[src/rtl/tht_pkg.sv]
package tht_pkg;

    localparam int BUCKETS     = 1024;
    localparam int SLOT_BITS   = $clog2(BUCKETS);
    localparam int HANDLE_BITS = 16;
    localparam int KEY_BITS    = 256;
    localparam int LOG2_BITS   = 4;

    localparam logic [63:0] FNV_OFFSET = 64'hcbf29ce484222325;
    localparam logic [63:0] FNV_PRIME  = 64'h00000100000001b3;

    localparam logic [1:0] OP_LOOKUP  = 2'd0;
    localparam logic [1:0] OP_INSERT  = 2'd1;
    localparam logic [1:0] OP_REMOVE  = 2'd2;
    localparam logic [1:0] OP_UNKNOWN = 2'd3;

    localparam logic [1:0] STATUS_OK   = 2'd0;
    localparam logic [1:0] STATUS_MISS = 2'd1;
    localparam logic [1:0] STATUS_FULL = 2'd2;

    // bucket record: used, tombstone, handle, key
    localparam int REC_BITS = 2 + HANDLE_BITS + KEY_BITS;

    typedef struct packed {
        logic                   used;
        logic                   tomb;
        logic [HANDLE_BITS-1:0] handle;
        logic [KEY_BITS-1:0]    key;
    } rec_t;

endpackage

[src/rtl/tht_hash.sv]
module tht_hash (
    input  logic                            clk,
    input  logic                            rst_n,
    input  logic                            start,
    input  logic [tht_pkg::KEY_BITS-1:0]    key,
    output logic                            done,
    output logic [63:0]                     hash
);
    import tht_pkg::*;

    logic [KEY_BITS-1:0] key_reg, key_next;
    logic [63:0]         h_reg, h_next;
    logic [5:0]          cnt_reg, cnt_next;
    logic                busy_reg, busy_next;
    logic [63:0]         mixed;

    // one fnv-1a byte round a cycle, byte 0 first
    assign mixed = h_reg ^ {56'd0, key_reg[7:0]};

    always_comb
    begin
        key_next  = key_reg;
        h_next    = h_reg;
        cnt_next  = cnt_reg;
        busy_next = busy_reg;
        if (start)
        begin
            key_next  = key;
            h_next    = FNV_OFFSET;
            cnt_next  = 6'd0;
            busy_next = 1'b1;
        end
        else if (busy_reg)
        begin
            h_next   = mixed * FNV_PRIME;
            key_next = key_reg >> 8;
            cnt_next = cnt_reg + 6'd1;
            if (cnt_reg == 6'd31)
            begin
                busy_next = 1'b0;
            end
        end
    end

    always_ff @(posedge clk or negedge rst_n)
    begin
        if (!rst_n)
        begin
            busy_reg <= 1'b0;
            cnt_reg  <= 6'd0;
        end
        else
        begin
            busy_reg <= busy_next;
            cnt_reg  <= cnt_next;
        end
    end

    always_ff @(posedge clk)
    begin
        key_reg <= key_next;
        h_reg   <= h_next;
    end

    assign done = busy_reg && cnt_reg == 6'd31 && !start;
    assign hash = mixed * FNV_PRIME;

endmodule

[config.mk]
export PLATFORM = sky130hd
export DESIGN_NAME = tht_hash
export DESIGN_NICKNAME = d
export VERILOG_FILES = /design/src/rtl/tht_pkg.sv /design/src/rtl/tht_hash.sv
export SDC_FILE = /design/constraint.sdc
export NUM_CORES = 1
export LEC_CHECK = 0
export BUFFER_PORTS_ARGS = -buffer_cell sky130_fd_sc_hd__buf_2
export CAP_MARGIN = 0
export CELL_PAD_IN_SITES_DETAIL_PLACEMENT = 0
export CELL_PAD_IN_SITES_GLOBAL_PLACEMENT = 1
export CORE_UTILIZATION = 44
export CTS_CLUSTER_SIZE = 14
export DETAILED_ROUTE_END_ITERATION = 12
export GPL_ROUTABILITY_DRIVEN = 0
export PLACE_DENSITY_LB_ADDON = 0.12
export SETUP_SLACK_MARGIN = 0.2
export SYNTH_ARGS = -nofsm -noshare
export SYNTH_HDL_FRONTEND = slang
export SYNTH_SLANG_ARGS = --single-unit
[constraint.sdc]
create_clock -name clk -period 7 [get_ports clk]
set_clock_uncertainty 0.05 [all_clocks]
set_input_delay 0.7 -clock clk [delete_from_list [all_inputs] [get_ports clk]]
set_output_delay 0.7 -clock clk [all_outputs]
set_load 0.02 [all_outputs]
==> reports/qor.yml, run 1 <==
setup_viol: 41
nNetsFinal: 4089
synth_top_area_cell: "edfxtp_1"
synth-seq-area-share_pct: 31.97
numClockSinks: 327
rows: 93
worst_pin_slew_ps: 1108
ys_top_cells_by_count: "inv_1 (578), ha_1 (419), edfxtp_1 (256)"
drv_slew: 0
htreeDepth: 2
synth.most_common_cell: "inv_1"
cpMaxStageDelayCell: "fa_2"
ys_ff_latch: 327
syn_avg_cell_area_um2: 11.35
r2r_setup_slack_ps: 390
whs_endpoint: "key_reg[39]"
finalHoldViolCount: 0
root_buffer: "clkbuf_16"
cp_max_fo: 4
cp_num_buf_inv: 10
track_usage_pct: 24.39
drc: 0
synth_area_leaders: "edfxtp_1 (27%), ha_1 (18%), fa_1 (17%)"
cts-buffers-inserted: 40
num_io_pins: 324
holdWs_ps: 365.3
r2r-start: "key_reg[3]"
start_kind: "flop"
cp_slowest_stage_delay_ps: 530
synth_area_mm2: 0.02860
fmax_ghz: 0.1333
syn-instance-count: 2519
grt_max_degree: 133
timing.rr.end: "h_reg[26]"
multi_input_area_mm2: 0.01892
wl_per_cell_um: 19.61
drive_gt1_share_pct: 39.56
fin_crit_sh_pct: 107.2
layout_setup_ws_ps: -502.2
endpoint_kind: "output pin"
antenna_left: 0
regArea_mm2: 0.009213
finalCriticalPeriod_ps: 7502
cts.path.max_buffers: 3
ys_warn_count: 0
die_y_um: 257.0
portBuffers: 323
min_path_type: "in2reg"
postSynthNetCount: 3441
largest_reg_flops: 256
hpwl_mm: 62.22
rsz0062_at_grt: "true"
maxSlewHeadroom_pct: 26.10
setup-tns-final_ps: -12460
drt_iter0_drc: 964
worstPathRequired_ps: 6250
nFillCells: 5520
synthArstFlopShare_pct: 2.141
die-area_mm2: 0.06603
critical_path_depth: 27
min_from: "key[39]"
hold_depth: 2
synthToLayoutAreaGrowth_pct: 30.75
dr.pass1.iters: 5
ff2ff_path_depth: 32
violations: "setup timing"
wirelength_mm: 79.56
vias: 20369
die-width_um: 257.0
start_util_pct: 44.45
max_cap_violations: 0
critPathMostFrequentCell: "buf_6"
path_delay_family: "adder cells"
worstSetupPathType: "reg2out"
ys.flop_type: "edfxtp_1"
synth_edf_count: 256
via_per_inst: 5.022
synth_top_area_share_pct: 26.88
outcome: "finished, violations left"
grt_overflow: 0
antenna_found_initial: 23
grt_pass1_vias: 22257
clk_pin_slew_ps: 60
clock_latency_ps: 590
crit_arrival_ps: 6750
grt_pass1_wl_mm: 124.1
pre_cts_ws_ps: -455.1
ys_types: 77
cts_tree: "built"
core_region_area_mm2: 0.06435
[repair_timing]
item	in CTS	in global routing
setup endpoints to repair	51	54
gates resized for setup	344	147
endpoints found under the hold margin	7	0
buffers inserted	59	56
hold buffers	1	0
pin swaps	110	89
[cell families after synthesis]
| group | after synthesis | synth area share, % |
|---|---|---|
| AO/OA/AOI/OAI | 263 | 6.212 |
| AND/OR/NAND/NOR | 252 | 4.309 |
| buffers and inverters | 645 | 8.496 |
| adder cells (fa/ha/maj) | 663 | 35.41 |
| multiplexers | 279 | 10.85 |
| XOR/XNOR | 90 | 2.756 |
| flip-flops | 327 | 31.97 |
[how the worst max path moves through the flow]
| stage | startpoint | end |
|---|---|---|
| floorplan | key_reg[6] | hash[60] |
| CTS | key_reg[6] | hash[58] |
| global route | key_reg[6] | hash[58] |
| global placement | key_reg[6] | hash[63] |
| detailed placement | key_reg[6] | hash[63] |
| finish | key_reg[3] | hash[40] |
[worst register-to-register path: cells and delay by family, from the launching register on]
family | cells | cell delay, ps
xor gates and xnor gates | 2 | 330
adders and majority gates | 9 | 3200
and+or+nand+nor | 2 | 260
DFF | 1 | 430
AOI/OAI and AO/OA | 6 | 860
buffers and inverters | 13 | 1350
[area by class of cell]
class / count / area share, %
clock inverter: 19 / 0.6290
inverter: 578 / 5.802
clock buffer: 51 / 2.844
antenna: 6 / 0.04015
sequential: 327 / 24.64
tap: 855 / 2.861
timing repair buffer: 673 / 12.61
multi-input combinational: 1547 / 50.58
[routing by layer]
| metal | GRT usage, % | up-vias | wire [µm] |
|---|---|---|---|
| li1 | - | 9724 | - |
| met1 | 30.30 | 10037 | 33210 |
| met2 | 41.90 | 430 | 39340 |
| met3 | 6.087 | 144 | 4801 |
| met4 | 6.763 | 34 | 2008 |
| met5 | 0 | - | 196 |
[placed cells by master, fill, tap and decap left out, types with 20 or more instances in the layout]
cell / count
a21o_1: 26
a21oi_1: 50
a21oi_2: 20
buf_2: 269
buf_4: 329
buf_6: 66
clkbuf_16: 41
dfxtp_1: 30
dfxtp_2: 25
edfxtp_1: 256
fa_1: 227
ha_1: 376
ha_4: 33
inv_1: 565
mux2_2: 248
mux2i_1: 31
nand2_1: 54
nor2_1: 68
xnor2_1: 20
xnor2_2: 24
[metrics by stage]
| stage | util [%] | instances | area, µm² |
|---|---|---|---|
| 4_1_cts | 56.30 | 3994 | 36230 |
| 6_report | 58.12 | 4056 | 37400 |
| 5_1_grt | 58.11 | 4054 | 37390 |
| 3_5_place_dp | 51.04 | 3864 | 32840 |
| 3_3_place_gp | 51.04 | 3864 | 32840 |
| 2_1_floorplan | - | 2519 | 28620 |
Power of run 1 is not shown: default switching activity piles up to over one toggle a cycle in this logic, so the estimate is an artifact.
==> run 2: changes to the inputs <==
- ABC_AREA: default -> 0
- CORE_UTILIZATION: 44 -> 45
- CTS_BUF_LIST: default -> sky130_fd_sc_hd__clkbuf_8
==> run 2 against run 1 <==
The flow still finishes with violations (setup timing). Setup slack better by 27 ps. Global-route usage up 0.70 points. Hold slack worse by 130 ps. Critical path type unchanged. Non-clock buffer count down 53. Core utilization up 0.29 points. Final area down 1.7%. Count of clock-buffer cells in the layout up 13. Sequential share of layout area up 0.48 points. Critical path depth up 2.
==> reports/qor.yml, run 2 (synthesis results as in run 1) <==
rsz0062_at_grt: "true"  # unchanged
worstSetupPathType: "reg2out"  # unchanged
grt_max_degree: 190  # was 133
grt_pass1_vias: 22138  # was 22.26k
drt_iter0_drc: 989  # was 964
start_kind: "flop"  # unchanged
synthToLayoutAreaGrowth_pct: 28.58  # was 30.75%
fmax_ghz: 0.1338  # was 0.1333 GHz
core_region_area_mm2: 0.06297  # was 0.06435 mm²
final_common_cell: "inv_1"  # unchanged
maxSlewHeadroom_pct: 26.61  # was 26.10%
nNetsFinal: 4056  # was 4089
layout_common_cells: "inv_1 (596), ha_1 (358), buf_4 (294), buf_2 (271), edfxtp_1 (256)"  # was inv_1 (565), ha_1 (376), buf_4 (329), buf_2 (269), edfxtp_1 (256)
wirelength_mm: 79.66  # was 79.56 mm
drc: 0  # unchanged
largest_reg_flops: 256  # unchanged
antenna_left: 0  # unchanged
worst_pin_slew_ps: 1101  # was 1108 ps
cpMaxStageDelayCell: "fa_1"  # was fa_2
clk_pin_slew_ps: 60  # about the same
portBuffers: 323  # unchanged
start_util_pct: 45.42  # was 44.45%
grt_overflow: 0  # unchanged
wl_per_cell_um: 19.70  # was 19.61 µm
nFillCells: 5442  # was 5520
die_y_um: 254.1  # was 257.0 µm
grt_pass1_wl_mm: 122.8  # was 124.1 mm
multi_input_area_mm2: 0.01894  # was 0.01892 mm²
antenna_found_initial: 31  # was 23
max_cap_violations: 0  # unchanged
cts.path.max_buffers: 3  # unchanged
cts-buffers-inserted: 60  # was 40
dr.pass1.iters: 5  # unchanged
drive_gt1_share_pct: 39.25  # was 39.56%
finalCriticalPeriod_ps: 7476  # was 7502 ps
fin_crit_sh_pct: 106.8  # was 107.2%
cts_tree: "built"  # unchanged
crit_arrival_ps: 6730  # was 6750 ps
vias: 20217  # was 20.37k
cp_slowest_stage_delay_ps: 490  # was 530 ps
cp_max_fo: 5  # was 4
worstPathRequired_ps: 6250  # about the same
hpwl_mm: 61.96  # was 62.22 mm
min_path_type: "in2reg"  # unchanged
setup_viol: 43  # was 41
via_per_inst: 4.999  # was 5.022
die-width_um: 254.1  # was 257.0 µm
track_usage_pct: 25.09  # was 24.39%
layout_setup_ws_ps: -475.7  # was -502.2 ps
critPathMostFrequentCell: "inv_1"  # was buf_6
rows: 92  # was 93
holdWs_ps: 238.0  # was 365.3 ps
numClockSinks: 327  # unchanged
outcome: "finished, violations left"  # unchanged
drv_slew: 0  # unchanged
finalHoldViolCount: 0  # unchanged
endpoint_kind: "output pin"  # unchanged
violations: "setup timing"  # unchanged
clock_latency_ps: 700  # was 590 ps
htreeDepth: 2  # unchanged
root_buffer: "clkbuf_8"  # was clkbuf_16
regArea_mm2: 0.009238  # was 0.009213 mm²
num_io_pins: 324  # unchanged
die-area_mm2: 0.06457  # was 0.06603 mm²
[run 2: changes by cell type in the layout (fill, tap and decap cells not counted), sizes merged]
cell / change
buf: -53
diode: +7
clkbuf: +13
clkinvlp: -1
clkinv: +5
bufinv: -4
inv: +30
[run 2: critical path: cells and delay by family, from the launching register on]
family	cells	cell delay, ps
AND/OR/NAND/NOR	4	520
adder cells (fa/ha/maj)	8	2870
AO/OA/AOI/OAI	5	930
XOR/XNOR	2	370
buffers and inverters	10	880
flip-flops	1	440
[run 2: cell type report]
cell class,count,share of cell area [%]
Tap cell,846,2.878
Antenna cell,13,0.08846
Clock inverter,49,0.6022
Sequential cell,327,25.12
Multi-Input combinational cell,1547,51.51
Inverter,578,5.906
Timing Repair Buffer,620,11.50
Clock buffer,64,2.395
[run 2: per-layer routing]
layer  GRT usage, %  wire (µm)  vias to the layer above
li1               -          -                     9674
met4          7.883       2308                       40
met1          31.30      33330                     9921
met5              0        251                        -
met3          6.863       5043                      150
met2          42.09      38720                      432
[run 2: final timing paths]
kind,cells past startpoint,endpoint,from,slack (ps)
worst max-delay path,29,hash[61],key_reg[6],-480
worst min-delay path,2,key_reg[250],key[250],240
worst max register to register,30,h_reg[61],key_reg[6],490
worst min register to register,2,h_reg[1],h_reg[1],470
max in group asynchronous,2,busy_reg,rst_n,6330
min in group asynchronous,2,busy_reg,rst_n,400
[run 2: stage by stage]
stage | utilization (%) | std cells | area (µm²) | setup TNS [ps] | worst slack, ps
after floorplan | - | 2519 | 28620 | 0 | 208.8
after global placement | 51.80 | 3823 | 32620 | -2091 | -242.6
after detailed placement | 51.80 | 3823 | 32620 | -3562 | -334.1
after CTS | 56.92 | 4001 | 35840 | -13770 | -546.1
after global routing | 58.38 | 4038 | 36760 | -22730 | -755.9
final | 58.41 | 4044 | 36780 | -11580 | -475.7
[run 2: timing repair]
action / in CTS / in global routing
gates cloned: 0 / 0
resized for setup: 357 / 125
hold endpoints to repair: 7 / 0
hold buffers: 1 / 0
setup endpoints to repair: 54 / 55
buffers inserted: 64 / 30
pin swaps: 104 / 54
Power of run 2 is left out for the same reason.
