File: config.mk
export PLATFORM = sky130hd
export DESIGN_NAME = tht_ram
export DESIGN_NICKNAME = d
export VERILOG_FILES = /design/src/rtl/tht_ram.sv
export SDC_FILE = /design/constraint.sdc
export NUM_CORES = 1
export LEC_CHECK = 0
export ABC_AREA = 1
export BUFFER_PORTS_ARGS = -buffer_cell sky130_fd_sc_hd__buf_2
export CELL_PAD_IN_SITES_DETAIL_PLACEMENT = 0
export CELL_PAD_IN_SITES_GLOBAL_PLACEMENT = 1
export CORE_MARGIN = 8
export CORE_UTILIZATION = 44
export DETAILED_ROUTE_END_ITERATION = 6
export GPL_ROUTABILITY_DRIVEN = 0
export MAX_ROUTING_LAYER = met4
export PLACE_DENSITY = 0.79
export SLEW_MARGIN = 20
export SYNTH_ARGS = -nofsm -noshare
export SYNTH_HDL_FRONTEND = slang
export SYNTH_SLANG_ARGS = --single-unit
File: constraint.sdc
create_clock -name clk -period 1.11 [get_ports clk]
set_clock_uncertainty 0.2 [all_clocks]
set_input_delay 0.0555 -clock clk [delete_from_list [all_inputs] [get_ports clk]]
set_output_delay 0.0555 -clock clk [all_outputs]
set_load 0.02 [all_outputs]
File: src/rtl/tht_ram.sv
module tht_ram #(
    parameter int WIDTH = 8,
    parameter int DEPTH = 16
) (
    input  logic                     clk,
    input  logic                     we,
    input  logic [$clog2(DEPTH)-1:0] waddr,
    input  logic [WIDTH-1:0]         wdata,
    input  logic [$clog2(DEPTH)-1:0] raddr,
    output logic [WIDTH-1:0]         rdata
);

    logic [WIDTH-1:0] mem [DEPTH];

    // one write port, registered read port
    always_ff @(posedge clk)
    begin
        if (we)
        begin
            mem[waddr] <= wdata;
        end
        rdata <= mem[raddr];
    end

endmodule

==> flow_metrics.tcl, run 1 <==
set metrics [dict create \
    status "finished with violations" \
    violations "setup timing" \
    hold-worst-slack_ns 0.0187 \
    cp-start-kind "primary input" \
    synth_common_cells "nand2_1, edfxtp_1, inv_1, nand3_1, nor2_1" \
    dpl.cell_count 757 \
    synthTopCellsByArea "edfxtp_1, nand2_1, nand3_1" \
    switching_share_pct 21.5 \
    ios 26 \
    drc 0 \
    hold_class "primary input to register" \
    synthArstFlopShare_pct 0 \
    p_leak_uw 0.00315 \
    fmax_ghz 0.864 \
    post_cts_buffers 0 \
    path_class "primary input to register" \
    yosysSeqAreaShare_pct 69.4 \
    cts_root_buffer "clkbuf_16" \
    cts_inserted_buffers 17 \
    syn_area_per_cell_um2 10.5 \
    vias 3896 \
    relSlewSlack_pct 73.5 \
    multi_input_area_um2 1480 \
    rows 42 \
    post_drt_wl_per_cell_um 16.8 \
    clk_latency_ns 0.42 \
    path_buf_inv 3 \
    netlist_area_um2 5770 \
    antenna_found_initial 0 \
    yosys.area.top_type_share_pct 66.7 \
    dp_hpwl_um 8130 \
    switching_power_uw 2690 \
    cts.sinks 136 \
    ant_nets 0 \
    crit_family "buffers and inverters" \
    final.period_utilization_pct 104 \
    die_height_um 130 \
    dr.pass1.iters 5 \
    crit_arrival_ns 1.27 \
    powerDensity_nw_per_um2 1710 \
    antenna_cells 0 \
    n_fill_cell 1132 \
    grt_max_degree 37 \
    register_area_um2 4010 \
    rsz0062_at_grt "yes" \
    p_clk_share_pct 46.2 \
    tightestPinTransition_ns 0.398 \
    grt_pass1_wl_um 21300 \
    p_int_uw 9820 \
    dieArea_um2 17000 \
    worstPathRequired_ns 1.23 \
    yosys_warnings 0 \
    critPathCaptureType "register" \
    crit_path_top_delay_cell "dlygate4sd3_1" \
    synth_cell_types 12 \
    syn-num-nets 569 \
    finalSetupViolCount 14 \
    drtIter0Drc 399 \
    syn_inst 551 \
    cp_max_fo 10 \
    crit_chain "buf_2 -> buf_4 -> dlygate4sd3_1 -> nand3_1 -> nand3_1 -> nand2_1" \
    pwr-share-comb_pct 7.5 \
    critical-path-max-stage-delay_ns 0.66 \
    synth-edff-count 128 \
    wl_um 13500 \
    vdd_drop_max_mv 1.48 \
    synthFlopType "edfxtp_1" \
    cts_max_level 4 \
    seqPwrFrac_pct 46.3 \
    stdcell_count 802 \
    clockBufferDepth 2 \
    start_util_pct 44.2 \
    cts_tree "yes" \
    worst_slack_ns -0.0476 \
    grt-ovfl-total 0 \
    syn2layout_area_growth_pct 26.6 \
    portBuffers 25 \
    layout-drive-gt1-share_pct 24.1 \
    nets 631 \
    grt_pass1_vias 3985 \
    cap_violations 0 \
    core_um2 13000 \
    synth_largest_area_cell "edfxtp_1" \
    cp_common_cell "nand3_1" \
    period_minus_slack_ns 1.16 \
    ys_seq_elements 136 \
    post-synth-top-count-cell "nand2_1" \
    viasPerCell 4.86 \
    grtUsageTotal_pct 17.8 \
    die_w_um 130 \
    clk_pin_slew_ns 0.06 \
    final-hold-violation-count 0 \
    drv_slew 0 \
]
==> worst register-to-register path, cell delays in order, from the launching register on <==
cell and delay [ns]:
edfxtp_1 0.36, inv_1 0.06, nand2_1 0.04, nand3_1 0.12, nand3_2 0.09, nand3_2 0.11, nand2_1 0.06
==> power by group through the flow <==
stage,Combinational (uW),Clock [uW],Sequential [uW]
2_1_floorplan,409,0,5920
3_3_place_gp,783,0,5880
3_5_place_dp,793,0,5880
4_1_cts,927,5850,5790
5_1_grt,1030,6090,5800
6_report,943,5770,5790
==> registers in the layout, summed over array words and instances (netlist names) <==
signal,flops
mem,128
rdata,8
==> kinds of logic after synthesis <==
group,after synthesis,share of synthesized area [%]
simple gates,289,21.0
buf+inv,126,9.52
flops,136,69.4
==> area by class of cell <==
class / count / area share, %
Clock buffer: 18 / 5.88
Clock inverter: 14 / 2.48
Inverter: 102 / 5.24
Multi-Input combinational cell: 289 / 20.2
Sequential cell: 136 / 55.0
Tap cell: 176 / 3.02
Timing Repair Buffer: 67 / 8.19
==> what timing repair did <==
item,CTS,global route
gates resized for setup,61,14
endpoints found under the hold margin,136,0
pin swaps,23,14
hold buffers,13,0
endpoints found under the setup margin,16,16
==> path summary, 6_finish.rpt <==
path              slack, ns  startpoint       end  cells after the start
setup / recovery      -0.05    raddr[2]  rdata[7]                      6
hold / removal         0.02    raddr[2]  rdata[6]                      5
setup reg to reg      -0.03   mem[7][3]  rdata[3]                      6
hold reg to reg        0.45  mem[12][2]  rdata[2]                      6
==> layer usage <==
metal  part of all wire (%)  global-route usage [%]
met1                     45                    22.1
met2                     47                    26.8
met3                    4.9                    4.87
met4                    2.7                    8.24
met5                      0                       -
==> placed cells by master, fill, tap and decap left out <==
| master | instances |
|---|---|
| clkinvlp_4 | 5 |
| clkinv_1 | 1 |
| nand3_1 | 49 |
| dfxtp_2 | 8 |
| nor2_2 | 6 |
| buf_12 | 6 |
| buf_2 | 17 |
| inv_2 | 2 |
| inv_1 | 100 |
| bufinv_16 | 4 |
| clkinv_2 | 4 |
| nand2_1 | 170 |
| nand2_2 | 3 |
| nand3b_1 | 2 |
| edfxtp_1 | 128 |
| dlygate4sd3_1 | 13 |
| clkbuf_1 | 1 |
| buf_6 | 8 |
| buf_4 | 23 |
| nor2_1 | 11 |
| clkbuf_16 | 17 |
| nand3_2 | 48 |
==> metrics by stage <==
stage	util [%]	cell area, um2	setup TNS, ns	total power [uW]	setup WS [ns]
detailed placement	48.0	6250	-17.72	6680	-0.271
global placement	48.0	6250	-14.81	6660	-0.264
global route	56.0	7300	-1.06	12900	-0.102
finish	56.0	7300	-0.304	12500	-0.0476
floorplan	-	5780	-7.68	6330	-0.0963
CTS	55.5	7240	-0.345	12600	-0.0618
Power figures use the tool's default switching activity.
==> run 2: changes to the inputs <==
--- a/config.mk
+++ b/config.mk
@@ -15,6 +15,7 @@
 export GPL_ROUTABILITY_DRIVEN = 0
 export MAX_ROUTING_LAYER = met4
 export PLACE_DENSITY = 0.79
+export RECOVER_POWER = 100
 export SLEW_MARGIN = 20
 export SYNTH_ARGS = -nofsm -noshare
 export SYNTH_HDL_FRONTEND = slang
==> run 2 against run 1 <==
Net effect:
- the flow still finishes with violations (setup timing)
- critical path type unchanged
- first-iteration DRC count down 6.0%
- non-clock buffer count unchanged
- sequential share of layout area increased by 0.38 points
- die area is the same
- register-to-register slack hardly changed
- via count shrank 0.77%
- power is essentially flat
- maximum frequency is 0.27% higher
- global-route usage did not move
- routed wire length shrank 0.14%
- clock-buffer cell count unchanged
- cell count is the same
- highest routed layer unchanged
==> flow_metrics.tcl, run 2 (same netlist as run 1, synthesis figures left out) <==
set metrics [dict create \
    grtUsageTotal_pct 17.8 \
    route.met3.wl_um 671 \
    syn2layout_area_growth_pct 25.8 \
    dp_hpwl_um 8130 \
    pwr-share-comb_pct 7.5 \
    reg_top3 "mem x128, rdata x8" \
    vdd_drop_max_mv 1.48 \
    cp_common_cell "nand3_1" \
    reg2reg_from "mem[7][3]" \
    final.period_utilization_pct 104 \
    start_util_pct 44.2 \
    cts_tree "yes" \
    design_area_um2 7250 \
    viasPerCell 4.82 \
    worstPathRequired_ns 1.23 \
    crit_family "buffers and inverters" \
    finalPower_uw 12500 \
    nets 631 \
    die_height_um 130 \
    tightestPinTransition_ns 0.450 \
    fmax_ghz 0.866 \
    cts_root_buffer "clkbuf_16" \
    reg2regPathDepth 6 \
    cts_inserted_buffers 17 \
    drc 0 \
    p_clk_share_pct 46.2 \
    crit_path_top_delay_cell "dlygate4sd3_1" \
    r2r-end "rdata[3]" \
    cp-start-kind "primary input" \
    antenna_found_initial 0 \
    final_common_cell "nand2_1" \
    die_w_um 130 \
    final_cell_mix "nand2_1, edfxtp_1, inv_1" \
    hold-worst-slack_ns 0.0135 \
    reg2reg_setup_slack_ns -0.03 \
    path_buf_inv 3 \
    dr.pass1.iters 4 \
    critical-path-max-stage-delay_ns 0.66 \
    path_class "primary input to register" \
    clockBufferDepth 2 \
    drtIter0Drc 375 \
    cts.sinks 136 \
    cp_max_fo 10 \
    grt_pass1_wl_um 21300 \
    hp-start "raddr[2]" \
    core_um2 13000 \
    met2_length_um 6390 \
    final_util_pct 55.6 \
    antenna_cells 0 \
    grt_max_degree 37 \
    cap_violations 0 \
    powerDensity_nw_per_um2 1720 \
    cts_max_level 4 \
    violations "setup timing" \
    drv_slew 0 \
    worst_slack_ns -0.0444 \
    rows 42 \
    relSlewSlack_pct 70.0 \
    hold_end "rdata[1]" \
    ant_nets 0 \
    finalSetupViolCount 14 \
    seqPwrFrac_pct 46.4 \
    p_leak_uw 0.00312 \
    crit_arrival_ns 1.27 \
    holdPathStages 5 \
    critPathCaptureType "register" \
    largest_register_ffs 128 \
    wl_um 13400 \
    post_drt_wl_per_cell_um 16.8 \
    period_minus_slack_ns 1.15 \
    switching_share_pct 21.5 \
    switching_power_uw 2690 \
    hold_class "primary input to register" \
    portBuffers 25 \
    placed_area_um2 6250 \
    grt-ovfl-total 0 \
    crit_chain "buf_2 -> buf_4 -> dlygate4sd3_1 -> nand3_1 -> nand3_1 -> nand2_1" \
    grt_pass1_vias 3985 \
    post_cts_buffers 0 \
    ios 26 \
    layout-drive-gt1-share_pct 23.2 \
    wl_met1_um 6030 \
    clk_latency_ns 0.42 \
    clk_pin_slew_ns 0.06 \
    dieArea_um2 17000 \
    largest-register "mem" \
    rsz0062_at_grt "yes" \
    p_int_uw 9810 \
    vias 3866 \
    final-hold-violation-count 0 \
    status "finished with violations" \
    dr.max_layer_used "met4" \
]
run 2: changes by cell type in the layout (fill, tap and decap cells not counted), sizes merged:
cell / change
buf: -30
clkbuf: +30
run 2: area by class of cell:
class	instances	area, um2
tap	176	220
clock buffer	18	429
multi-input combinational	289	1480
fill	1142	5780
inverter	102	383
sequential	136	4010
clock inverter	14	181
timing repair buffer	67	548
run 2: worst min-delay path: cells and delay by family:
family / cells / cell delay [ns]
buffers and inverters: 2 / 0.30
AND/OR/NAND/NOR: 3 / 0.24
run 2: how the worst max path moves through the flow:
stage | start | cells past startpoint | end
2_1_floorplan | waddr[2] | 2 | mem[10][0]
3_3_place_gp | raddr[0] | 7 | rdata[7]
3_5_place_dp | raddr[0] | 7 | rdata[2]
4_1_cts | rdata[4] | 1 | rdata[4]
5_1_grt | mem[1][3] | 6 | rdata[3]
6_report | raddr[2] | 6 | rdata[7]
run 2: stage by stage:
stage                     cells  worst slack (ns)  TNS [ns]
after floorplan             551           -0.0963     -7.68
after global placement      757            -0.264    -14.81
after detailed placement    757            -0.271    -17.72
after CTS                   802           -0.0618    -0.345
after global routing        802            -0.102     -1.06
final                       802           -0.0444    -0.270
run 2: power groups by stage:
stage,Sequential [uW],Clock (uW),Combinational (uW)
floorplan,5920,0,409
global placement,5880,0,783
detailed placement,5880,0,793
CTS,5790,5850,927
global route,5800,6090,1020
finish,5790,5770,934
run 2: per-layer routing:
layer / global-route usage [%] / vias up
li1: - / 1902
met1: 22.1 / 1830
met2: 26.8 / 107
met3: 4.87 / 27
met4: 8.24 / 0
met5: - / -
run 2: timing repair:
action / in CTS / in global routing
endpoints found under the setup margin: 16 / 16
endpoints found under the hold margin: 136 / 0
pin swaps: 23 / 14
resized for setup: 61 / 14
hold buffers: 13 / 0
==> run 3: changes to the inputs <==
--- a/config.mk
+++ b/config.mk
@@ -14,7 +14,7 @@
 export DETAILED_ROUTE_END_ITERATION = 6
 export GPL_ROUTABILITY_DRIVEN = 0
 export MAX_ROUTING_LAYER = met4
-export PLACE_DENSITY = 0.79
+export PLACE_DENSITY_LB_ADDON = 0.1
 export RECOVER_POWER = 100
 export SLEW_MARGIN = 20
 export SYNTH_ARGS = -nofsm -noshare
==> run 3 against run 2 <==
Net effect:
- core utilization fell by 0.14 points
- die area did not move
- the flow finishes with violations (hold timing, setup timing)
- sequential cell count did not move
- largest cell class unchanged
- cell count rose by 1.5%
- setup slack got worse by 0.014 ns
- first-iteration DRC count fell by 12%
- maximum frequency fell by 1.2%
==> flow_metrics.tcl, run 3 (same netlist as run 1, synthesis figures left out) <==
set metrics [dict create \
    violations "hold timing, setup timing" \
    hold-worst-slack_ns -0.0731 \
    final.period_utilization_pct 105 \
    grt_max_degree 45 \
    largest_register_ffs 128 \
    crit_chain "buf_6" \
    finalPower_uw 11800 \
    ios 26 \
    dp_slack_ns -0.324 \
    worst_slack_ns -0.0587 \
    cts.sinks 136 \
    path_buf_inv 1 \
    grt_pass1_wl_um 22000 \
    final-hold-violation-count 8 \
    cts_max_level 4 \
    cts_tree "yes" \
    crit_arrival_ns 0.91 \
    dr.pass1.iters 5 \
    status "finished with violations" \
    hold_buffers 10 \
    period_minus_slack_ns 1.17 \
    worstPathRequired_ns 0.85 \
    setup_tns_ns -0.326 \
    final_util_pct 55.5 \
    vias 3869 \
    finalSetupViolCount 10 \
    layout-drive-gt1-share_pct 22.3 \
    cp-start-kind "register" \
    nets 643 \
    critical-path-max-stage-delay_ns 0.37 \
    largest-register "mem" \
    hold_class "primary input to register" \
    drc 0 \
    n_fill_cell 1193 \
    fmax_ghz 0.856 \
    rows 42 \
    syn2layout_area_growth_pct 25.4 \
    drv_slew 0 \
    critPathCaptureType "output port" \
    viasPerCell 4.75 \
    cp_max_fo 1 \
    grt-ovfl-total 0 \
    dp_hpwl_um 9020 \
    vdd_drop_max_mv 0.698 \
    core_um2 13000 \
    cts_inserted_buffers 17 \
    multi_input_area_um2 1420 \
    wl_um 14100 \
    clk_pin_slew_ns 0.05 \
    antenna_cells 0 \
    cts_root_buffer "clkbuf_16" \
    ant_nets 0 \
    start_util_pct 44.2 \
    clk_latency_ns 0.42 \
    powerDensity_nw_per_um2 1630 \
    crit_path_top_delay_cell "dfxtp_2" \
    antenna_found_initial 0 \
    path_class "register to output port" \
    cap_violations 0 \
    post_drt_wl_per_cell_um 17.4 \
    dpl.cell_count 773 \
    rsz0062_at_grt "yes" \
    reg_top3 "mem x128, rdata x8" \
    p_leak_uw 0.00315 \
    grtUsageTotal_pct 18.7 \
    dieArea_um2 17000 \
    stdcell_count 814 \
    final_common_cell "nand2_1" \
    grt_pass1_vias 3850 \
    die_height_um 130 \
    drtIter0Drc 329 \
    clockBufferDepth 2 \
    die_w_um 130 \
    final_cell_mix "nand2_1, edfxtp_1, inv_1" \
    portBuffers 25 \
    tightestPinTransition_ns 0.445 \
    register_area_um2 4010 \
    relSlewSlack_pct 70.3 \
    crit_family "flip-flops" \
]
run 3: cell types whose count changed in the layout (fill, tap and decap cells not counted), moves of 3 or more:
cell / before / now
bufinv_16: 4 / 1
buf_12: 6 / 9
clkinv_2: 4 / 7
nand3_2: 48 / 41
nand3_1: 49 / 56
nor2_1: 11 / 17
buf_4: 6 / 18
clkbuf_1: 7 / 10
dlygate4sd3_1: 13 / 9
clkinvlp_4: 5 / 2
nor2_2: 6 / 0
run 3: per-layer routing:
layer  global-route usage [%]  share of wire, %  routed length [um]
met1                     24.0                46                6500
met2                     28.3                47                6620
met3                     3.61               5.0                 706
met4                     8.51               2.1                 301
met5                        -                 0                   0
run 3: cell type report:
class	instances	share of cell area [%]
Inverter	102	5.35
Clock buffer	20	6.18
Tap cell	176	3.04
Multi-Input combinational cell	289	19.7
Timing Repair Buffer	79	9.13
Sequential cell	136	55.5
Clock inverter	12	1.16
run 3: worst min-delay path, stage by stage:
cell	delay, ns
buf_2	0.13
buf_4	0.19
nand3_2	0.08
nand2_1	0.04
run 3: metrics by stage:
stage / hold WS (ns) / instance area (um2)
2_1_floorplan: -0.0456 / 5780
3_3_place_gp: 0.241 / 6470
3_5_place_dp: 0.224 / 6470
4_1_cts: 0.00240 / 7280
5_1_grt: -0.0515 / 7230
6_report: -0.0731 / 7230
run 3: power by group:
group          total (uW)  internal, uW  switching (uW)
clock                5060          3070            1980
sequential           5800          5750            52.2
combinational         965           369             596
run 3: worst paths after layout:
path	to	start	cells past startpoint	slack (ns)
setup / recovery	rdata[2]	rdata[2]	1	-0.06
hold / removal	rdata[4]	raddr[3]	4	-0.07
setup reg to reg	rdata[5]	mem[5][5]	6	-0.04
hold reg to reg	rdata[4]	mem[14][4]	6	0.46
run 3: what timing repair did:
item | 4_1_cts | 5_1_grt
gates resized for setup | 48 | 19
pin swaps | 14 | 14
setup buffers | 0 | 0
endpoints found under the setup margin | 16 | 16
hold endpoints to repair | 136 | 8
